**src/sv/flr_pkg.sv**
```systemverilog
// Shared types, constants and helper functions for the four-connected line rasterizer.
package flr_pkg;

  localparam int COORD_WIDTH     = 8;
  localparam int REG_WIDTH       = 8;
  localparam int COLOR_WIDTH     = 16;
  localparam int REG_INDEX_WIDTH = 1;
  localparam int QUEUE_DEPTH     = 2;
  localparam int QUEUE_PTR_WIDTH = (QUEUE_DEPTH > 1) ? $clog2(QUEUE_DEPTH) : 1;
  localparam int QUEUE_CNT_WIDTH = $clog2(QUEUE_DEPTH + 1);
  localparam int CMP_WIDTH       = (COORD_WIDTH > REG_WIDTH) ? COORD_WIDTH : REG_WIDTH;
  localparam int PROD_WIDTH      = 2 * COORD_WIDTH;

  typedef logic [COORD_WIDTH-1:0]     coord_t;
  typedef logic [REG_WIDTH-1:0]       reg_t;
  typedef logic [COLOR_WIDTH-1:0]     color_t;
  typedef logic [REG_INDEX_WIDTH-1:0] reg_index_t;
  typedef logic [PROD_WIDTH-1:0]      prod_t;

  localparam reg_t MAX_X_RESET = reg_t'(127);
  localparam reg_t MAX_Y_RESET = reg_t'(159);

  localparam reg_index_t REG_MAX_X = reg_index_t'(0);
  localparam reg_index_t REG_MAX_Y = reg_index_t'(1);

  localparam logic CMD_LOAD = 1'b0;
  localparam logic CMD_STEP = 1'b1;

  typedef enum logic [1:0] {
    OP_LOAD,
    OP_REJECT,
    OP_STEP
  } op_t;

  typedef struct packed {
    op_t    op;
    coord_t sx;
    coord_t sy;
    coord_t ex;
    coord_t ey;
    color_t color;
  } cmd_item_t;

  typedef struct packed {
    logic   pixel_valid;
    coord_t pixel_x;
    coord_t pixel_y;
    color_t pixel_color;
    logic   last_pixel;
    logic   rejected;
  } result_t;

  function automatic logic exceeds(input coord_t c, input reg_t lim);
    logic [CMP_WIDTH-1:0] cw;
    logic [CMP_WIDTH-1:0] lw;
    begin
      cw = CMP_WIDTH'(c);
      lw = CMP_WIDTH'(lim);
      exceeds = cw > lw;
    end
  endfunction

  function automatic coord_t absdiff(input coord_t a, input coord_t b);
    absdiff = (a >= b) ? coord_t'(a - b) : coord_t'(b - a);
  endfunction

  function automatic coord_t toward(input coord_t c, input coord_t t);
    begin
      if (c < t) begin
        toward = coord_t'(c + coord_t'(1));
      end else if (c > t) begin
        toward = coord_t'(c - coord_t'(1));
      end else begin
        toward = c;
      end
    end
  endfunction

endpackage

```
**src/sv/four_connected_line_raster.sv**
```systemverilog
// Top level of the four-connected line rasterizer.
//
// Items arrive on the input channel (in_valid/in_ready) as commands. A load command
// (cmd = 0) latches the endpoints and color and checks them against max_x and max_y;
// a step command (cmd = 1) asks for the next pixel of a 4-connected walk to the end point.
// Every item gives exactly one result item on the output channel (out_valid/out_ready).
// The limit registers are written through cfg_write, cfg_index and cfg_data.
//
// An accepted item is written into a two-entry command queue, and the walker pops it
// into the result register whenever that register is empty or being read.
// One item per cycle is sustained while out_ready stays high: each pixel move is two
// small multiplies, a compare and an increment feeding the current-point registers.
// When the receiver stalls, the result register holds and the queue absorbs up to
// two more items before in_ready falls; the front end and the walker stall separately.
// Reset (synchronous, active high) empties the queue and output register, ends any
// line in progress, and sets max_x to 127 and max_y to 159.
module four_connected_line_raster (
  input  logic                clk,
  input  logic                rst,
  input  logic                cfg_write,
  input  flr_pkg::reg_index_t cfg_index,
  input  flr_pkg::reg_t       cfg_data,
  input  logic                in_valid,
  output logic                in_ready,
  input  logic                cmd,
  input  flr_pkg::coord_t     start_x,
  input  flr_pkg::coord_t     start_y,
  input  flr_pkg::coord_t     end_x,
  input  flr_pkg::coord_t     end_y,
  input  flr_pkg::color_t     color,
  output logic                out_valid,
  input  logic                out_ready,
  output logic                pixel_valid,
  output flr_pkg::coord_t     pixel_x,
  output flr_pkg::coord_t     pixel_y,
  output flr_pkg::color_t     pixel_color,
  output logic                last_pixel,
  output logic                rejected
);

  flr_pkg::cmd_item_t front_item;
  flr_pkg::cmd_item_t head;
  flr_pkg::result_t   result;
  logic               q_full;
  logic               q_empty;
  logic               pop;

  flr_front u_front (
    .clk       (clk),
    .rst       (rst),
    .cfg_write (cfg_write),
    .cfg_index (cfg_index),
    .cfg_data  (cfg_data),
    .cmd       (cmd),
    .start_x   (start_x),
    .start_y   (start_y),
    .end_x     (end_x),
    .end_y     (end_y),
    .color     (color),
    .item      (front_item)
  );

  flr_queue u_queue (
    .clk       (clk),
    .rst       (rst),
    .push      (in_valid),
    .push_item (front_item),
    .full      (q_full),
    .pop       (pop),
    .empty     (q_empty),
    .head      (head)
  );

  flr_back u_back (
    .clk       (clk),
    .rst       (rst),
    .q_empty   (q_empty),
    .head      (head),
    .pop       (pop),
    .out_ready (out_ready),
    .out_valid (out_valid),
    .result    (result)
  );

  assign in_ready    = !q_full;
  assign pixel_valid = result.pixel_valid;
  assign pixel_x     = result.pixel_x;
  assign pixel_y     = result.pixel_y;
  assign pixel_color = result.pixel_color;
  assign last_pixel  = result.last_pixel;
  assign rejected    = result.rejected;

  a_reset_clears_output: assert property (@(posedge clk) rst |=> !out_valid)
    else $error("Output valid survived reset.");

  a_reject_has_no_pixel: assert property (@(posedge clk) disable iff (rst)
    out_valid |-> !(rejected && pixel_valid))
    else $error("A rejected load carried a pixel.");

  a_last_needs_pixel: assert property (@(posedge clk) disable iff (rst)
    (out_valid && last_pixel) |-> pixel_valid)
    else $error("Last-pixel flag set on a result without a pixel.");

  a_pop_needs_room: assert property (@(posedge clk) disable iff (rst)
    pop |-> (!q_empty && (!out_valid || out_ready)))
    else $error("Walker took a command without room in the output register.");

endmodule

```
**src/sv/flr_front.sv**
```systemverilog
// Front end: limit registers and classification of incoming commands.
module flr_front (
  input  logic                clk,
  input  logic                rst,
  input  logic                cfg_write,
  input  flr_pkg::reg_index_t cfg_index,
  input  flr_pkg::reg_t       cfg_data,
  input  logic                cmd,
  input  flr_pkg::coord_t     start_x,
  input  flr_pkg::coord_t     start_y,
  input  flr_pkg::coord_t     end_x,
  input  flr_pkg::coord_t     end_y,
  input  flr_pkg::color_t     color,
  output flr_pkg::cmd_item_t  item
);

  flr_pkg::reg_t max_x;
  flr_pkg::reg_t max_y;
  logic          out_of_range;

  always_ff @(posedge clk) begin
    if (rst) begin
      max_x <= flr_pkg::MAX_X_RESET;
      max_y <= flr_pkg::MAX_Y_RESET;
    end else if (cfg_write) begin
      if (cfg_index == flr_pkg::REG_MAX_X) begin
        max_x <= cfg_data;
      end
      if (cfg_index == flr_pkg::REG_MAX_Y) begin
        max_y <= cfg_data;
      end
    end
  end

  assign out_of_range = flr_pkg::exceeds(start_x, max_x) || flr_pkg::exceeds(end_x, max_x) ||
                        flr_pkg::exceeds(start_y, max_y) || flr_pkg::exceeds(end_y, max_y);

  always_comb begin
    item.sx    = start_x;
    item.sy    = start_y;
    item.ex    = end_x;
    item.ey    = end_y;
    item.color = color;
    if (cmd == flr_pkg::CMD_STEP) begin
      item.op = flr_pkg::OP_STEP;
    end else if (out_of_range) begin
      item.op = flr_pkg::OP_REJECT;
    end else begin
      item.op = flr_pkg::OP_LOAD;
    end
  end

endmodule

```
**src/sv/flr_queue.sv**
```systemverilog
// Short queue of classified commands between the front end and the walker.
module flr_queue (
  input  logic               clk,
  input  logic               rst,
  input  logic               push,
  input  flr_pkg::cmd_item_t push_item,
  output logic               full,
  input  logic               pop,
  output logic               empty,
  output flr_pkg::cmd_item_t head
);

  flr_pkg::cmd_item_t                        entries [flr_pkg::QUEUE_DEPTH];
  logic [flr_pkg::QUEUE_PTR_WIDTH-1:0]       wr_ptr;
  logic [flr_pkg::QUEUE_PTR_WIDTH-1:0]       rd_ptr;
  logic [flr_pkg::QUEUE_CNT_WIDTH-1:0]       count;
  logic                                      do_push;
  logic                                      do_pop;

  localparam logic [flr_pkg::QUEUE_PTR_WIDTH-1:0] LAST_PTR =
    flr_pkg::QUEUE_PTR_WIDTH'(flr_pkg::QUEUE_DEPTH - 1);
  localparam logic [flr_pkg::QUEUE_CNT_WIDTH-1:0] FULL_COUNT =
    flr_pkg::QUEUE_CNT_WIDTH'(flr_pkg::QUEUE_DEPTH);

  assign full    = (count == FULL_COUNT);
  assign empty   = (count == '0);
  assign do_push = push && !full;
  assign do_pop  = pop && !empty;
  assign head    = entries[rd_ptr];

  always_ff @(posedge clk) begin
    if (rst) begin
      wr_ptr <= '0;
      rd_ptr <= '0;
      count  <= '0;
    end else begin
      if (do_push) begin
        wr_ptr <= (wr_ptr == LAST_PTR) ? '0 : wr_ptr + 1'b1;
      end
      if (do_pop) begin
        rd_ptr <= (rd_ptr == LAST_PTR) ? '0 : rd_ptr + 1'b1;
      end
      if (do_push && !do_pop) begin
        count <= count + 1'b1;
      end else if (do_pop && !do_push) begin
        count <= count - 1'b1;
      end
    end
  end

  always_ff @(posedge clk) begin
    if (do_push) begin
      entries[wr_ptr] <= push_item;
    end
  end

endmodule

```
**src/sv/flr_back.sv**
```systemverilog
// Back end: line walk state, one-pixel step logic and the output register.
module flr_back (
  input  logic               clk,
  input  logic               rst,
  input  logic               q_empty,
  input  flr_pkg::cmd_item_t head,
  output logic               pop,
  input  logic               out_ready,
  output logic               out_valid,
  output flr_pkg::result_t   result
);

  logic            line_active;
  logic            first_pending;
  flr_pkg::coord_t cur_x;
  flr_pkg::coord_t cur_y;
  flr_pkg::coord_t origin_x;
  flr_pkg::coord_t origin_y;
  flr_pkg::coord_t target_x;
  flr_pkg::coord_t target_y;
  flr_pkg::color_t line_color;

  flr_pkg::coord_t  ax;
  flr_pkg::coord_t  ay;
  flr_pkg::coord_t  dx;
  flr_pkg::coord_t  dy;
  flr_pkg::prod_t   prod_ay_dx;
  flr_pkg::prod_t   prod_dy_ax;
  flr_pkg::coord_t  step_x;
  flr_pkg::coord_t  step_y;
  flr_pkg::coord_t  cur_x_next;
  flr_pkg::coord_t  cur_y_next;
  logic             at_end;
  flr_pkg::result_t result_next;

  assign pop = !q_empty && (!out_valid || out_ready);

  assign ax         = flr_pkg::absdiff(cur_x, origin_x);
  assign ay         = flr_pkg::absdiff(cur_y, origin_y);
  assign dx         = flr_pkg::absdiff(target_x, origin_x);
  assign dy         = flr_pkg::absdiff(target_y, origin_y);
  assign prod_ay_dx = flr_pkg::prod_t'(ay) * flr_pkg::prod_t'(dx);
  assign prod_dy_ax = flr_pkg::prod_t'(dy) * flr_pkg::prod_t'(ax);

  always_comb begin
    step_x = cur_x;
    step_y = cur_y;
    if (cur_y == target_y) begin
      step_x = flr_pkg::toward(cur_x, target_x);
    end else if (cur_x == target_x) begin
      step_y = flr_pkg::toward(cur_y, target_y);
    end else if (ax == '0 || prod_ay_dx > prod_dy_ax) begin
      step_x = flr_pkg::toward(cur_x, target_x);
    end else begin
      step_y = flr_pkg::toward(cur_y, target_y);
    end
  end

  assign cur_x_next = first_pending ? cur_x : step_x;
  assign cur_y_next = first_pending ? cur_y : step_y;
  assign at_end     = (cur_x_next == target_x) && (cur_y_next == target_y);

  always_comb begin
    result_next = '0;
    case (head.op)
      flr_pkg::OP_REJECT: begin
        result_next.rejected = 1'b1;
      end
      flr_pkg::OP_STEP: begin
        if (line_active) begin
          result_next.pixel_valid = 1'b1;
          result_next.pixel_x     = cur_x_next;
          result_next.pixel_y     = cur_y_next;
          result_next.pixel_color = line_color;
          result_next.last_pixel  = at_end;
        end
      end
      default: begin
      end
    endcase
  end

  always_ff @(posedge clk) begin
    if (rst) begin
      line_active   <= 1'b0;
      first_pending <= 1'b0;
      out_valid     <= 1'b0;
    end else begin
      if (pop) begin
        out_valid <= 1'b1;
      end else if (out_ready) begin
        out_valid <= 1'b0;
      end
      if (pop) begin
        case (head.op)
          flr_pkg::OP_LOAD: begin
            line_active   <= 1'b1;
            first_pending <= 1'b1;
          end
          flr_pkg::OP_REJECT: begin
            line_active   <= 1'b0;
            first_pending <= 1'b0;
          end
          flr_pkg::OP_STEP: begin
            if (line_active) begin
              first_pending <= 1'b0;
              line_active   <= !at_end;
            end
          end
          default: begin
          end
        endcase
      end
    end
  end

  always_ff @(posedge clk) begin
    if (pop) begin
      result <= result_next;
      case (head.op)
        flr_pkg::OP_LOAD: begin
          origin_x   <= head.sx;
          origin_y   <= head.sy;
          target_x   <= head.ex;
          target_y   <= head.ey;
          cur_x      <= head.sx;
          cur_y      <= head.sy;
          line_color <= head.color;
        end
        flr_pkg::OP_STEP: begin
          if (line_active) begin
            cur_x <= cur_x_next;
            cur_y <= cur_y_next;
          end
        end
        default: begin
        end
      endcase
    end
  end

endmodule

```
**config.mk**
```make
export PLATFORM = sky130hd
export DESIGN_NAME = four_connected_line_raster
export DESIGN_NICKNAME = d
export VERILOG_FILES = /design/src/sv/flr_pkg.sv /design/src/sv/four_connected_line_raster.sv /design/src/sv/flr_front.sv /design/src/sv/flr_queue.sv /design/src/sv/flr_back.sv
export SDC_FILE = /design/constraint.sdc
export NUM_CORES = 1
export LEC_CHECK = 0
export BUFFER_PORTS_ARGS = -buffer_cell sky130_fd_sc_hd__buf_4
export CAP_MARGIN = 20
export CORE_ASPECT_RATIO = 0.9
export CORE_MARGIN = 2
export CORE_UTILIZATION = 50
export CTS_CLUSTER_SIZE = 25
export DETAILED_ROUTE_END_ITERATION = 10
export HOLD_SLACK_MARGIN = 0.06
export PLACE_DENSITY_LB_ADDON = 0.1
export SYNTH_ARGS = -nofsm -noshare
export SYNTH_HDL_FRONTEND = slang
export SYNTH_SLANG_ARGS = --single-unit
```
**constraint.sdc**
```tcl
create_clock -name clk -period 14.1 [get_ports clk]
set_input_delay 0.705 -clock clk [delete_from_list [all_inputs] [get_ports clk]]
set_output_delay 0.705 -clock clk [all_outputs]
set_load 0.02 [all_outputs]
```
# Word-level counts from Yosys, hierarchy flattened
# Memory sizes are Yosys's and may differ from the RTL's. A register that Yosys moved wholly into a read port is not among the register bits.
# Index checks and enable logic that the tools add are counted.
[word_totals]
register_bits = 122
memories = 1
latch_bits = 0
mem_bits_ro = 0
in_bits = 63
mem_bits_rw = 100
[classes]
n_addsub = 16
bitwise = 1
eq_ne = 8
n_shift = 0
n_lt_le_gt_ge = 13
reduce_logical = 31
n_div = 0
mux = 38
multipliers = 2
[mem_list]
columns = ["memory", "words", "width", "read_ports", "rd_ports_with_merged_regs", "wr", "line_no", "text"]
rows = [
  ["u_queue.entries", 2, 50, 1, 1, 1, "flr_queue.sv:13", "flr_pkg::cmd_item_t entries [flr_pkg::QUEUE_DEPTH];"],
]
[ops]
columns = ["operator", "count"]
rows = [
  ["$mux 8", 18],
  ["$sub 8x8->8", 8],
  ["$gt 8x8->1", 6],
  ["$mux 34", 1],
  ["$eq 8x8->1", 4],
  ["$ge 8x8->1", 4],
  ["$mul 8x8->16", 2],
  ["$pmux 8 s2", 2],
  ["$add 8x1->8 const B", 2],
  ["$gt 16x16->1", 1],
  ["$lt 8x8->1", 2],
  ["$sub 8x1->8 const B", 2],
  ["$mux 1", 12],
  ["$reduce_and 2->1", 5],
  ["$logic_not 8->1", 1],
  ["$logic_and 1x1->1", 6],
  ["$logic_not 1->1", 6],
  ["$mux 2", 3],
  ["$pmux 1 s3", 2],
  ["$reduce_and 3->1", 2],
  ["$reduce_bool 2->1", 3],
  ["$logic_or 1x1->1", 5],
  ["$eq 2x2->1 const B", 2],
  ["$logic_not 2->1", 2],
  ["other kinds (7)", 8],
]

# Longest topological paths before layout
# Gate-level depths: netlist of the first run.
[logic_depth]
depth_word = 14
ltp_mapped = 49
ltp_nobuf = 48

# By module
# A second synthesis of the first run with hierarchy kept.
[hier_totals]
hier_cells = 1693
hier_area_um2 = 17580.6
[by_module_without_submodules]
columns = ["module", "area_each_um2", "cells_per_inst", "n_inst"]
rows = [
  ["flr_back", 12026.5, 1304, 1],
  ["flr_queue", 3812.4, 181, 1],
  ["flr_front", 1737.9, 207, 1],
  ["four_connected_line_raster", 3.8, 1, 1],
]

# Worst setup path after synthesis of the first run
# OpenSTA, ideal clock, no wires.
[synth_timing]
path_type = "flip-flop to flip-flop"
startpoint = "reg u_back.target_x[0]"
endpoint = "reg u_back.line_active"
stages_incl_launch_ff = 48
synth_period_minus_slack_ps = 10027
path_slack_ps = 4073
arrival_time_ps = 9894
cell_sequence = "edfxtp_1 -> inv_1 -> ha_1 -> inv_1 -> fa_1 -> a21oi_1 -> o221ai_1 -> a21o_1 -> a21o_1 -> a21o_1 -> a21oi_1 -> buf_2 -> mux2i_1 -> nand2_1 -> a222oi_1 -> xor2_1 -> or2_2 -> fa_1 -> [12 not listed] -> nor2b_1 -> o21a_1 -> o21ai_0 -> nand2b_1 -> a21oi_1 -> xnor2_1 -> ha_1 -> nand4_1 -> nor4_1 -> a21oi_1 -> a211oi_1 -> o21ai_0 -> or3_1 -> nand4_1 -> xnor2_1 -> o2111ai_2 -> o31ai_1 -> a31oi_1"
[synth_between]
elab_chain_len = 14
elab_cells_between_ends = 26
cone_classes = "add/sub (2); mul (1); order compare (4); eq/ne (3); mux (13); reduce/logical (3)"
[synth_lines]
columns = ["item", "line_no", "text"]
rows = [
  ["start, declared", "flr_back.sv:19", "flr_pkg::coord_t target_x;"],
  ["start signal, assigned", "flr_back.sv:124", "target_x <= head.ex;"],
  ["$sub 8x8->8 / $ge 8x8->1 (equally long branches)", "flr_pkg.sv:64", "absdiff = (a >= b) ? coord_t'(a - b) : coord_t'(b - a);"],
  ["$mux 8", "flr_pkg.sv:64", ""],
  ["$mul 8x8->16", "flr_back.sv:42", "assign prod_ay_dx = flr_pkg::prod_t'(ay) * flr_pkg::prod_t'(dx);"],
  ["$gt 16x16->1", "flr_back.sv:52", "end else if (ax == '0 || prod_ay_dx > prod_dy_ax) begin"],
  ["$logic_or 1x1->1", "flr_back.sv:52", ""],
  ["$mux 8", "flr_back.sv:52", ""],
  ["$mux 8", "flr_back.sv:50", "end else if (cur_x == target_x) begin"],
  ["$mux 8", "flr_back.sv:48", "if (cur_y == target_y) begin"],
  ["$mux 8 (on tied branches)", "flr_back.sv:59, flr_back.sv:60", ""],
  ["$eq 8x8->1", "flr_back.sv:61", "assign at_end = (cur_x_next == target_x) && (cur_y_next == target_y);"],
  ["$logic_and 1x1->1 (*)", "flr_back.sv:61", ""],
  ["$logic_not 1->1 (*)", "flr_back.sv:107", "line_active <= !at_end;"],
  ["$mux 1 (*)", "flr_back.sv:105", "if (line_active) begin"],
  ["$pmux 1 s3 (*)", "flr_back.sv:95", "case (head.op)"],
  ["end signal, assigned", "flr_back.sv:107", ""],
  ["end, declared", "flr_back.sv:13", "logic line_active;"],
]
# Every way passes the cells marked *; elsewhere a longest branch is shown, timed or not.
# A chain may end at the register's enable or synchronous reset.

# Worst setup path after layout of the first run
# Same ends and word-level chain as after synthesis.

==> results by group, run 1 <==
Run status
  – Status: finished clean

Synthesis
  – Post-synthesis sequential element count: 223
  – Avg Cell Area, Syn: around 11 um2
  – Multiplexer area fraction after synthesis: 0.0525
  – Post-synth EDFFs: 199
  – Post-synthesis sequential area ratio: 0.374
  – Compound-Gate Fraction of Synth Area: 0.108
  – Synth top cells by count: 205 x ha_1, 199 x edfxtp_1, 198 x inv_1, 196 x nor2_1, 88 x a21oi_1
  – Synth Instances: roughly 1.6k
  – Cell Area, Synth: 17300 um2
  – Main combinational cell family by area after synthesis: adder cells
  – Adder-Cell Fraction of Synth Area: 0.241
  – Yosys top cell area share: 0.346
  – Simple-gate share of the synthesized area: 0.124
  – Most used DFF post-synth: edfxtp_1
  – Synth area leaders: edfxtp_1 35%, ha_1 15%, fa_1 9.3%, inv_1 4.3%, nor2_1 4.3%
  – Async set-reset flop share out of synthesis: 0
  – Synth cell types: a little over 80
  – Xor/xnor cell area share of the yosys netlist: 0.0436
  – Cell taking the most area after synthesis: edfxtp_1
  – Yosys synthesis warning count: 0
  – Most common cell in the netlist: ha_1
  – Post-Syn Nets: 1980

STA
  – Final hold viol count: 0
  – Setup Viol. Count Final: 0
  – Worst Skew: about 0.013 ns
  – RSZ-0062 raised after global routing: no
  – Min Tclk post-route: 11.69 ns
  – Worst-Margin Slew: between 1 and 1.5 ns
  – F_max: 85.5 MHz
  – Crit share post-route: 0.829
  – Slew Viols, Final: 0
  – Max transition margin: 0.292
  – WHS: between 0.3 and 0.4 ns
  – Fin Setup TNS: 0 ns

Setup path
  – Worst setup SP type: register
  – Crit-path max cell delay: 0.70 ns
  – Setup CP Type: register to register
  – Max Fanout on Critical Path: 14
  – Worst setup EP type: register
  – Flop2flop setup slack: 2.41 ns
  – CP arrival: 12.08 ns
  – Worst reg2reg path depth: 48
  – Critical path required time: 14.49 ns
  – Slowest-stage cell, CP: nor4_1

Global routing
  – Vias in the first global route: 12.4k
  – GRT Util Overall: 0.232
  – Aggregate global routing overflow: 0
  – Initial antenna violation count: 1
  – Largest net degree at the start of global routing: 51
  – First-pass GRT wire length: 65800 um

Min path
  – Type of the tightest min-delay check: input port to register
  – Hold path cells: 1

Placement
  – DP HPWL: 32100 um
  – IO Port Bufs: 99
  – Cells after DPL: between 2k and 2.5k
  – GP Congestion: 0.929

Clock tree
  – CTS Hold Bufs: 0
  – H-tree depth: 1
  – Clk_lat worst skew: 0.52 ns
  – TritonCTS clock tree: built
  – Setup bufs post-CTS: 0
  – Gates resized, CTS repair: 0
  – TritonCTS Buffers: 23
  – Max clock buf depth: 3
  – Clk Tree Root Cell: clkbuf_16
  – Worst-path clk slew: approximately 0.07 ns
  – Clk sink count: roughly 220

Die
  – Standard-cell rows: 64
  – Initial Utilization: 0.507
  – Die area: 36000 um2
  – Die height: about 180 um
  – Die width: 200 um
  – Core ar.: 34000 um2
  – IO Pins: 100

Detailed routing
  – WL final: 41100 um
  – Vias per cell: 5.53
  – Vias: 12.2k
  – Post-DRT Antenna Nets: 0
  – WL/cell: 18.7 um
  – DRT Pass-1 Iters: 5
  – Drt drc: 0
  – DRT iter0 DRCs: just under 800

Run
  – Max-Cap Viols: 0

Layout
  – Fin nets: between 2k and 2.5k
  – Area Growth Syn to Fin: 11.6%
  – Share of cells above drive strength 1: 0.148
  – Final non-filler cell total: around 2.2k
per-stage QoR:
stage	util	cell area [um2]	worst slack, ns
3_3_place_gp	0.543	18500	2.64
5_1_grt	0.566	19300	1.41
6_report	0.566	19300	2.41
3_5_place_dp	0.543	18500	2.54
4_1_cts	0.566	19300	2.48
2_1_floorplan	-	17300	4.07
worst max-delay path: cells and delay by family, from the launching register on:
| family | cells | cell delay (ns) |
|---|---|---|
| AOI/OAI and AO/OA | 20 | 3.87 |
| xor gates and xnor gates | 3 | 0.90 |
| adders and majority gates | 8 | 3.32 |
| buffers and inverters | 7 | 0.68 |
| DFF | 1 | 0.52 |
| muxes | 1 | 0.37 |
| and+or+nand+nor | 9 | 1.88 |
path summary, 6_finish.rpt:
| check | startpoint | endpoint |
|---|---|---|
| min | color[6] | u_queue.entries[1][6] |
| max | u_back.target_x[0] | u_back.line_active |
| max reg2reg | u_back.target_x[0] | u_back.line_active |
| min reg2reg | u_front.max_y[4] | u_front.max_y[4] |
metal layers:
layer  GRT usage  part of all wire
met5           0                 0
met4      0.0527             0.018
met3      0.0318             0.051
met2       0.392              0.48
met1       0.315              0.45
layout by cell type (no fill, tap or decap), types with 18 or more instances in the layout:
master	instances
ha_1	205
edfxtp_1	199
inv_1	198
nor2_1	195
buf_4	113
a21oi_1	88
fa_1	80
mux2_2	55
nand2_1	54
xnor2_1	53
o21ai_0	46
a21o_1	30
nand3_1	29
and3_1	27
mux2i_1	25
clkbuf_16	23
dfxtp_1	23
or2_2	22
nand4_1	20
xor2_1	19
nor2b_1	18
cell type report:
cell class | count | area [um2]
fill | 3011 | 14800
antenna | 1 | 2.50
tap | 462 | 578
inverter | 198 | 743
clock inverter | 16 | 210
timing repair buffer | 113 | 848
sequential | 223 | 6460
multi-input combinational | 1164 | 9840
clock buffer | 25 | 583
sequential cells by signal (all words and copies together) (netlist names), named ones only:
name,cells
u_queue.entries,100
u_back.result,35
u_back.line_color,16
u_back.cur_x,8
u_back.cur_y,8
u_back.origin_x,8
u_back.origin_y,8
u_back.target_x,8
u_back.target_y,8
u_front.max_x,8
u_front.max_y,8
u_queue.count,2
u_back.first_pending,1
u_back.line_active,1
u_back.out_valid,1
u_queue.rd_ptr,1
u_queue.wr_ptr,1
cell families after synthesis:
group	after synthesis
muxes	82
DFF	223
AOI/OAI and AO/OA	277
adders and majority gates	285
buffers and inverters	245
and+or+nand+nor	443
xor gates and xnor gates	77
Power of run 1 is not shown: default switching activity piles up to over one toggle a cycle in this logic, so the estimate is an artifact.
==> run 2, diff against run 1 <==
--- a/config.mk
+++ b/config.mk
@@ -5,6 +5,7 @@
 export SDC_FILE = /design/constraint.sdc
 export NUM_CORES = 1
 export LEC_CHECK = 0
+export ABC_AREA = 1
 export BUFFER_PORTS_ARGS = -buffer_cell sky130_fd_sc_hd__buf_4
 export CAP_MARGIN = 20
 export CORE_ASPECT_RATIO = 0.9
==> constraint.sdc (replaced) <==
create_clock -name clk -period 11.3 [get_ports clk]
set_input_delay 0.565 -clock clk [delete_from_list [all_inputs] [get_ports clk]]
set_output_delay 0.565 -clock clk [all_outputs]
set_load 0.02 [all_outputs]
==> run 2 against run 1 <==
Via count rose by 1.5%. Clock skew is 0.0011 ns higher. Register-to-register slack worse by 0.68 ns. Wire length down 1.9%. Maximum frequency is 22% higher. Worst hold slack lost 0.14 ns. Count of clock-buffer cells in the layout increased by 3. First-iteration DRC count is 5.1% higher. Die area decreased by 1.5%. Synthesized cell count increased by 10%. Global-route usage increased by 0.29 points.
==> results by group, run 2 <==
Global routing
  – Largest net degree at the start of global routing: 49
  – First-pass GRT wire length: ~65000 um
  – Vias in the first global route: 12.6k
  – GRT Util Overall: 0.234
  – Initial antenna violation count: 0
  – Aggregate global routing overflow: 0

STA
  – Worst Skew: 0.0145 ns
  – Worst-Margin Slew: 1.00 ns
  – Final hold viol count: 0
  – Max transition margin: 0.328
  – Slew Viols, Final: 0
  – Crit share post-route: 0.847
  – Fin Setup TNS: 0 ns
  – F_max: about 100 MHz
  – RSZ-0062 raised after global routing: no
  – Min Tclk post-route: about 9.6 ns
  – Setup Viol. Count Final: 0

Die
  – Die area: about 35000 um2
  – Die height: 179 um
  – Core ar.: 33700 um2
  – Die width: 198 um
  – IO Pins: 100
  – Initial Utilization: 0.504
  – Standard-cell rows: 64

Layout
  – Area Growth Syn to Fin: 12.0%
  – Commonest non-fill, non-tap cell in the layout: inv_1
  – Top flop regs: u_queue.entries (100), u_back.result (35), u_back.line_color (16)
  – Share of cells above drive strength 1: 0.130
  – Max reg flops: 100
  – Fin nets: 2249
  – Top reg by flops: u_queue.entries
  – Most frequent cells in the layout: 306 x inv_1, 269 x nand2_1, 209 x nor2_1
  – Antenna Cells: 0

Synthesis
  – Avg Cell Area, Syn: 9.44 um2
  – Yosys top cell area share: 0.352
  – Post-synthesis sequential element count: 223
  – Synth cell types: 50
  – Synth Instances: about 1.8k
  – Synth area leaders: edfxtp_1 35%, ha_1 15%, fa_1 9.4%, inv_1 6.8%, nand2_1 6.0%
  – Async set-reset flop share out of synthesis: 0
  – Cell taking the most area after synthesis: edfxtp_1
  – Post-Syn Nets: 2148
  – Most common cell in the netlist: inv_1
  – Cell Area, Synth: 17000 um2
  – Post-synth EDFFs: about 200
  – Synth top cells by count: 306 x inv_1, 270 x nand2_1, 212 x nor2_1, 205 x ha_1, 199 x edfxtp_1
  – Post-synthesis sequential area ratio: 0.380
  – Most used DFF post-synth: edfxtp_1
  – Yosys synthesis warning count: 0

Setup path
  – Critical path required time: 11.70 ns
  – Max Fanout on Critical Path: 17
  – Worst setup EP type: register
  – Slowest-stage cell, CP: fa_1
  – CP arrival: 9.97 ns
  – Crit-path max cell delay: 0.54 ns
  – Worst setup SP type: register
  – Cell mode on critical path: nand2_1
  – Setup CP Type: register to register

Detailed routing
  – Post-DRT Antenna Nets: 0
  – WL/cell: 16.9 um
  – Top sig layer: met4
  – Wl on met1: 18600 um
  – Drt drc: 0
  – Vias per cell: 5.20
  – DRT iter0 DRCs: around 830
  – Routed length on met3: 1510 um
  – DRT Pass-1 Iters: 5
  – WL final: roughly 40000 um
  – Met2 wire length: 19200 um
  – Vias: 12.4k

Clock tree
  – CTS Hold Bufs: 0
  – Setup bufs post-CTS: 0
  – TritonCTS clock tree: built
  – Clk_lat worst skew: 0.51 ns
  – Gates resized, CTS repair: 0
  – Worst-path clk slew: 0.06 ns
  – TritonCTS Buffers: 23
  – Clk sink count: 223
  – H-tree depth: 1
  – Max clock buf depth: 3
  – Clk Tree Root Cell: clkbuf_16

Run status
  – Status: finished clean

Placement
  – DP HPWL: approximately 32000 um
  – IO Port Bufs: 99
  – GP Congestion: 0.961

Run
  – Max-Cap Viols: 0

Min path
  – Type of the tightest min-delay check: input port to register
==> run 2: cell types whose count changed in the layout (fill, tap and decap cells not counted), moves of 19 or more <==
cell,change
and3_1,-27
a21o_1,-29
o21ai_0,+19
nand3_1,+53
mux2i_1,-19
inv_1,+108
xnor2_1,-40
nand2_1,+215
==> run 2: cell type report <==
class | instances | area (um2)
fill | 3074 | 14700
multi-input combinational | 1238 | 9270
sequential | 223 | 6460
inverter | 309 | 1160
timing repair buffer | 106 | 803
clock buffer | 28 | 594
tap | 462 | 578
clock inverter | 13 | 164
==> run 2: path summary, 6_finish.rpt <==
path	slack (ns)	from	depth (start not counted)	endpoint
hold reg to reg	0.46	u_queue.rd_ptr	1	register
hold / removal	0.23	rst	2	u_back.out_valid
setup / recovery	1.72	u_back.target_x[0]	52	u_back.line_active
setup reg to reg	1.72	u_back.target_x[0]	52	u_back.line_active
==> run 2: metrics by stage <==
stage,hold slack (ns),std cells,instance area (um2),setup WS [ns],util
after detailed placement,0.445,2337,18300,1.73,0.541
final,0.232,2379,19000,1.72,0.564
after global routing,0.230,2379,19000,0.831,0.564
after CTS,0.212,2378,19000,1.69,0.564
after floorplan,0.425,1800,17000,2.95,-
after global placement,0.426,2337,18300,1.79,0.541
==> run 2: cell families (layout without fill, tap and decap cells) <==
group                      count (synthesis)  in the layout  share of synthesized area
and+or+nand+nor                          637            637                      0.164
buffers and inverters                    339            456                     0.0771
adders and majority gates                285            285                      0.245
DFF                                      223            223                      0.380
AOI/OAI and AO/OA                        211            211                     0.0714
muxes                                     55             55                     0.0360
xor gates and xnor gates                  50             50                     0.0266
==> run 2: worst max-delay path, delay by kind of cell, from the launching register on <==
| family | cells | cell delay (ns) |
|---|---|---|
| compound gates | 11 | 1.72 |
| xor+xnor | 2 | 0.69 |
| fa+ha+maj | 8 | 3.26 |
| buf+inv | 6 | 0.45 |
| flops | 1 | 0.50 |
| mux | 1 | 0.34 |
| simple gates | 24 | 2.52 |
==> run 2: routing by layer <==
| metal | up-vias | global-route usage |
|---|---|---|
| met2 | 254 | 0.404 |
| li1 | 6128 | - |
| met1 | 5915 | 0.316 |
| met4 | 0 | 0.0689 |
| met5 | - | 0 |
| met3 | 63 | 0.0216 |
Power of run 2 is left out for the same reason.
